<file path="config.mk">
export PLATFORM = sky130hd
export DESIGN_NAME = ptpc_front_flat
export DESIGN_NICKNAME = d
export VERILOG_FILES = /design/src/design/ptpc_pkg.sv /design/src/design/ptpc_ifs.sv /design/src/design/ptpc_front.sv /design/src/flat_wrapper.sv
export SDC_FILE = /design/constraint.sdc
export NUM_CORES = 1
export LEC_CHECK = 0
export BUFFER_PORTS_ARGS = -buffer_cell sky130_fd_sc_hd__buf_2
export CORE_MARGIN = 2
export CORE_UTILIZATION = 45
export CTS_BUF_LIST = sky130_fd_sc_hd__clkbuf_16
export CTS_CLUSTER_SIZE = 28
export DETAILED_ROUTE_END_ITERATION = 10
export GPL_ROUTABILITY_DRIVEN = 1
export PLACE_DENSITY = 0.73
export SYNTH_ARGS = -nofsm -noshare
export SYNTH_HDL_FRONTEND = slang
export SYNTH_SLANG_ARGS = --single-unit
</file>
<file path="constraint.sdc">
create_clock -name clk -period 13.54 [get_ports clk]
set_input_delay 4.062 -clock clk [delete_from_list [all_inputs] [get_ports clk]]
set_output_delay 4.062 -clock clk [all_outputs]
set_load 0.01 [all_outputs]
</file>
<file path="src/design/ptpc_pkg.sv">
// Shared widths, codes and types of the point-triangle collision block.
`default_nettype none

package ptpc_pkg;

  localparam int COORD_W = 16;
  localparam int SLOT_W  = 10;
  localparam int EPS_W   = 53;
  localparam int CNT_W   = 9;
  localparam int IDX_W   = 8;
  localparam int DEPTH_W = 54;
  localparam int FORCE_W = 64;
  localparam int CFG_IDX_W = 1;

  localparam logic [EPS_W-1:0] EPS_RESET = 53'd20480;

  // Configuration register indexes
  localparam logic [CFG_IDX_W-1:0] CFG_EPSILON   = 1'b0;
  localparam logic [CFG_IDX_W-1:0] CFG_TRI_COUNT = 1'b1;

  // Item actions
  localparam logic ACT_LOAD  = 1'b0;
  localparam logic ACT_QUERY = 1'b1;

  // Command passed from the front end to the scan engine
  typedef struct packed {
    logic                      is_query;
    logic [SLOT_W-1:0]         slot;
    logic signed [COORD_W-1:0] z;
    logic signed [COORD_W-1:0] y;
    logic signed [COORD_W-1:0] x;
  } cmd_t;

endpackage

`default_nettype wire

</file>
<file path="src/design/ptpc_ifs.sv">
// Input and result channel interfaces of the point-triangle collision block.
`default_nettype none

interface ptpc_in_if;
  logic                                        valid;
  logic                                        ready;
  logic                                        action;
  logic [ptpc_pkg::SLOT_W-1:0]                 vertex_index;
  logic signed [ptpc_pkg::COORD_W-1:0]         coord_x;
  logic signed [ptpc_pkg::COORD_W-1:0]         coord_y;
  logic signed [ptpc_pkg::COORD_W-1:0]         coord_z;

  modport source (output valid, action, vertex_index, coord_x, coord_y, coord_z,
                  input ready);
  modport sink   (input valid, action, vertex_index, coord_x, coord_y, coord_z,
                  output ready);
endinterface


`default_nettype wire

</file>
<file path="src/design/ptpc_front.sv">
// Front end: accepts items, drops out-of-range loads, queues commands.
`default_nettype none

module ptpc_front #(
  parameter int MAX_TRIANGLES = 256
) (
  input  wire logic      clk,
  input  wire logic      rst,
  ptpc_in_if.sink        req,
  output ptpc_pkg::cmd_t cmd,
  output logic           cmd_valid,
  input  wire logic      cmd_ready
);

  localparam int SLOTS = 3 * MAX_TRIANGLES;

  ptpc_pkg::cmd_t q [2];
  ptpc_pkg::cmd_t entry;
  logic       wr_ptr;
  logic       rd_ptr;
  logic [1:0] used;
  logic       is_query;
  logic       slot_ok;
  logic       push;
  logic       pop;

  // Classify the item
  assign is_query = (req.action == ptpc_pkg::ACT_QUERY);
  assign slot_ok  = int'(req.vertex_index) < SLOTS;

  assign entry.is_query = is_query;
  assign entry.slot     = req.vertex_index;
  assign entry.x        = req.coord_x;
  assign entry.y        = req.coord_y;
  assign entry.z        = req.coord_z;

  // Two-entry queue toward the scan engine
  assign req.ready = (used != 2'd2);
  assign push      = req.valid && req.ready && (is_query || slot_ok);
  assign pop       = cmd_valid && cmd_ready;
  assign cmd_valid = (used != 2'd0);
  assign cmd       = q[rd_ptr];

  always_ff @(posedge clk) begin
    if (rst) begin
      wr_ptr <= 1'b0;
      rd_ptr <= 1'b0;
      used   <= 2'd0;
    end else begin
      if (push) begin
        q[wr_ptr] <= entry;
        wr_ptr    <= ~wr_ptr;
      end
      if (pop) begin
        rd_ptr <= ~rd_ptr;
      end
      used <= 2'(used + {1'b0, push} - {1'b0, pop});
    end
  end

endmodule

`default_nettype wire

</file>
<file path="src/flat_wrapper.sv">
// flat-port wrapper written by rule: the top's interface ports become plain ports
module ptpc_front_flat 
#(
  parameter int MAX_TRIANGLES = 256
)
  (clk, rst, cmd, cmd_valid, cmd_ready, req_valid, req_action, req_vertex_index, req_coord_x, req_coord_y, req_coord_z, req_ready);
  ptpc_in_if req_i ();
  input  wire logic clk;
  input  wire logic rst;
  output ptpc_pkg::cmd_t cmd;
  output logic cmd_valid;
  input  wire logic cmd_ready;
  input wire logic [$bits(req_i.valid)-1:0] req_valid;
  input wire logic [$bits(req_i.action)-1:0] req_action;
  input wire logic [$bits(req_i.vertex_index)-1:0] req_vertex_index;
  input wire logic [$bits(req_i.coord_x)-1:0] req_coord_x;
  input wire logic [$bits(req_i.coord_y)-1:0] req_coord_y;
  input wire logic [$bits(req_i.coord_z)-1:0] req_coord_z;
  output wire logic [$bits(req_i.ready)-1:0] req_ready;
  assign req_i.valid = req_valid;
  assign req_i.action = req_action;
  assign req_i.vertex_index = req_vertex_index;
  assign req_i.coord_x = req_coord_x;
  assign req_i.coord_y = req_coord_y;
  assign req_i.coord_z = req_coord_z;
  assign req_ready = req_i.ready;
  ptpc_front #(.MAX_TRIANGLES(MAX_TRIANGLES)) u_core (.clk(clk), .rst(rst), .req(req_i), .cmd(cmd), .cmd_valid(cmd_valid), .cmd_ready(cmd_ready));
endmodule
</file>
==> results.sh <==
export IMPL_synth_ff_type="edfxtp_1"
export IMPL_synth_top_area_share=0.776
export IMPL_arrival_ns=2.24
export IMPL_status="finished clean"
export IMPL_cts_sinks=123
export IMPL_wl_per_cell_um=15.5
export IMPL_hold_class="flop to flop"
export IMPL_cts_root_buf="clkbuf_16"
export IMPL_dr_pass1_iters=4
export IMPL_setup_viol=0
export IMPL_regArea_um2=3640
export IMPL_dpl_hpwl_mm=5.04
export IMPL_hold_violations=0
export IMPL_ys_seq_area_frac=0.798
export IMPL_netlist_area_um2=4570
export IMPL_period_minus_slack_ns=6.30
export IMPL_grt_max_degree=36
export IMPL_busiest_layer="met2"
export IMPL_ys_top_cells_by_area="edfxtp_1, mux2_2, mux2_4, dfxtp_1, buf_6"
export IMPL_ctsHoldBuffers=0
export IMPL_wl_mm=7.71
export IMPL_gr_usage_all_layers=0.151
export IMPL_core_um2=9820
export IMPL_final_cell_mix="buf_2, edfxtp_1, mux2_2"
export IMPL_mostFrequentLayoutCell="buf_2"
export IMPL_grt_use_met3=0.0624
export IMPL_use_met2=0.245
export IMPL_whs_ns=0.526
export IMPL_critPathSlowestCell="dfxtp_2"
export IMPL_path_max_fanout=35
export IMPL_period_share=0.465
export IMPL_tightest_slew_ns=0.639
export IMPL_cts_max_path_buffers=2
export IMPL_power_leakage_uw=0.00225
export IMPL_detail_route_antenna_nets=0
export IMPL_power_total_uw=1120
export IMPL_nFillCells=766
export IMPL_grt_overflow=0
export IMPL_ys_types=24
export IMPL_numCtsBuffers=17
export IMPL_grt_pass1_wl_mm=12.2
export IMPL_clock_latency_ns=0.40
export IMPL_cap_violations=0
export IMPL_drtIter0Drc=59
export IMPL_chipWidth_um=105
export IMPL_antenna_found_initial=0
export IMPL_crit_type="flop to output pin"
export IMPL_drive_gt1_frac=0.603
export IMPL_path_clk_slew_ns=0.05
export IMPL_dp_cells=465
export IMPL_cts_tree="done"
export IMPL_area_delta_synth_final_pct=29.7
export IMPL_start_util=0.465
export IMPL_crit_chain="buf_4 -> mux2_2 -> buf_2"
export IMPL_maxSlewViolCount=0
export IMPL_drc=0
export IMPL_min_from="u_core.rd_ptr$_SDFFE_PP0P_"
export IMPL_powerDensity_nw_per_um2=190
export IMPL_postCtsSetupBuffers=0
export IMPL_tns_ns=0
export IMPL_fin_nets=415
export IMPL_async_flop_share=0
export IMPL_grt_setup_unrepaired="false"
export IMPL_r2r_start="u_core.used[0]$_SDFF_PP0_"
export IMPL_crit_required_ns=9.48
export IMPL_multi_input_area_um2=868
export IMPL_rows=36
export IMPL_whs_endpoint="u_core.rd_ptr$_SDFFE_PP0P_"
export IMPL_max_freq_mhz=159
export IMPL_gr_usage_met1=0.173
export IMPL_synthCells=212
export IMPL_cp_end_kind="output pin"
export IMPL_grt_pass1_vias=2527
export IMPL_dieArea_um2=11000
export IMPL_ctsHtreeMaxLevel=4
export IMPL_rr_worst_depth=4
export IMPL_crit_buf_inv=2
export IMPL_avgSynthCellArea_um2=21.5
export IMPL_cpPeakStageDelay_ns=0.74
export IMPL_die_y_um=105
export IMPL_synth_warnings=0
export IMPL_instances_no_fill=496
export IMPL_yosysTopAreaCell="edfxtp_1"
export IMPL_r2r_slack_ns=11.89
export IMPL_vias=2354
export IMPL_ys_ff_latch=123
export IMPL_syn_nets=276
export IMPL_antenna_cells=0
export IMPL_path_delay_family="flip-flops"
export IMPL_postCtsResizedCells=0
export IMPL_gp_congestion=0.708
export IMPL_holdPathStages=2
export IMPL_port_buffers=123
export IMPL_startpoint_type="flop"
export IMPL_post_drt_via_cell_ratio=4.75
export IMPL_pin_count=124
export IMPL_synth_edff_count=118
export IMPL_r2r_end="u_core.q[1][41]$_DFFE_PP_"
export IMPL_slew_headroom=0.574
export IMPL_ir_drop_mv=0.0977
export IMPL_final_setup_skew_ns=0.00776
==> layout make-up <==
type | instances | area share
repair buffers | 128 | 0.110
well taps | 133 | 0.0281
clock buffers | 17 | 0.0718
flip-flops and latches | 123 | 0.615
multi-input cells | 80 | 0.147
inverters | 1 | 0.000634
clock inverters | 14 | 0.0275
==> layer usage <==
layer | wire [um] | up-vias
met4 | 107 | 0
met1 | 3210 | 1143
met5 | 0 | -
li1 | - | 1118
met2 | 3890 | 83
met3 | 495 | 10
==> worst reg2reg max path, delay by kind of cell, from the launching register on <==
family                 cells  cell delay, ns
flip-flops                 1            0.35
buffers and inverters      1            0.40
AND/OR/NAND/NOR            3            0.52
==> registers in the layout, summed over array words and instances, names as in the netlist, named ones only <==
signal and flops:
u_core.q 118, u_core.wr_ptr 1, u_core.used 2, u_core.rd_ptr 1
==> synthesized netlist by cell type (2+ instances only) <==
library cell  number
a31oi_1            2
buf_2              4
buf_6              2
dfxtp_1            5
edfxtp_1         118
mux2_2            50
mux2_4            10
nor2_1             3
nor2b_1            2
nor3b_1            2
==> how the worst max path moves through the flow <==
stage                     startpoint  cells past startpoint  slack (ns)                        to
after CTS                       flop                      3        7.17                   cmd[41]
after global placement          flop                      3        7.61                   cmd[41]
after floorplan           req_action                      3        4.31  u_core.q[1][0]$_DFFE_PP_
after global routing            flop                      3        7.08                   cmd[41]
after detailed placement        flop                      3        7.61                   cmd[41]
final                           flop                      3        7.24                   cmd[35]
==> power by group <==
| group | internal, uW | switching (uW) |
|---|---|---|
| Clock | 300 | 144 |
| Combinational | 106 | 99.9 |
| Sequential | 454 | 19.7 |
| Total | 860 | 264 |
==> metrics by stage <==
stage	area (um2)	utilization	setup slack (ns)
after floorplan	4570	-	4.31
after global placement	5340	0.543	7.61
after detailed placement	5340	0.543	7.61
after CTS	5920	0.603	7.17
after global routing	5920	0.603	7.08
final	5920	0.603	7.24
==> cells by family after synthesis <==
group                    after synthesis  synth area share
AO/OA/AOI/OAI                          4           0.00603
multiplexers                          60             0.156
AND/OR/NAND/NOR                       13            0.0192
adder cells (fa/ha/maj)                1           0.00274
flip-flops                           123             0.798
buffers and inverters                  9            0.0142
XOR/XNOR                               2           0.00384
No activity file was read; power rests on OpenSTA's default activity.
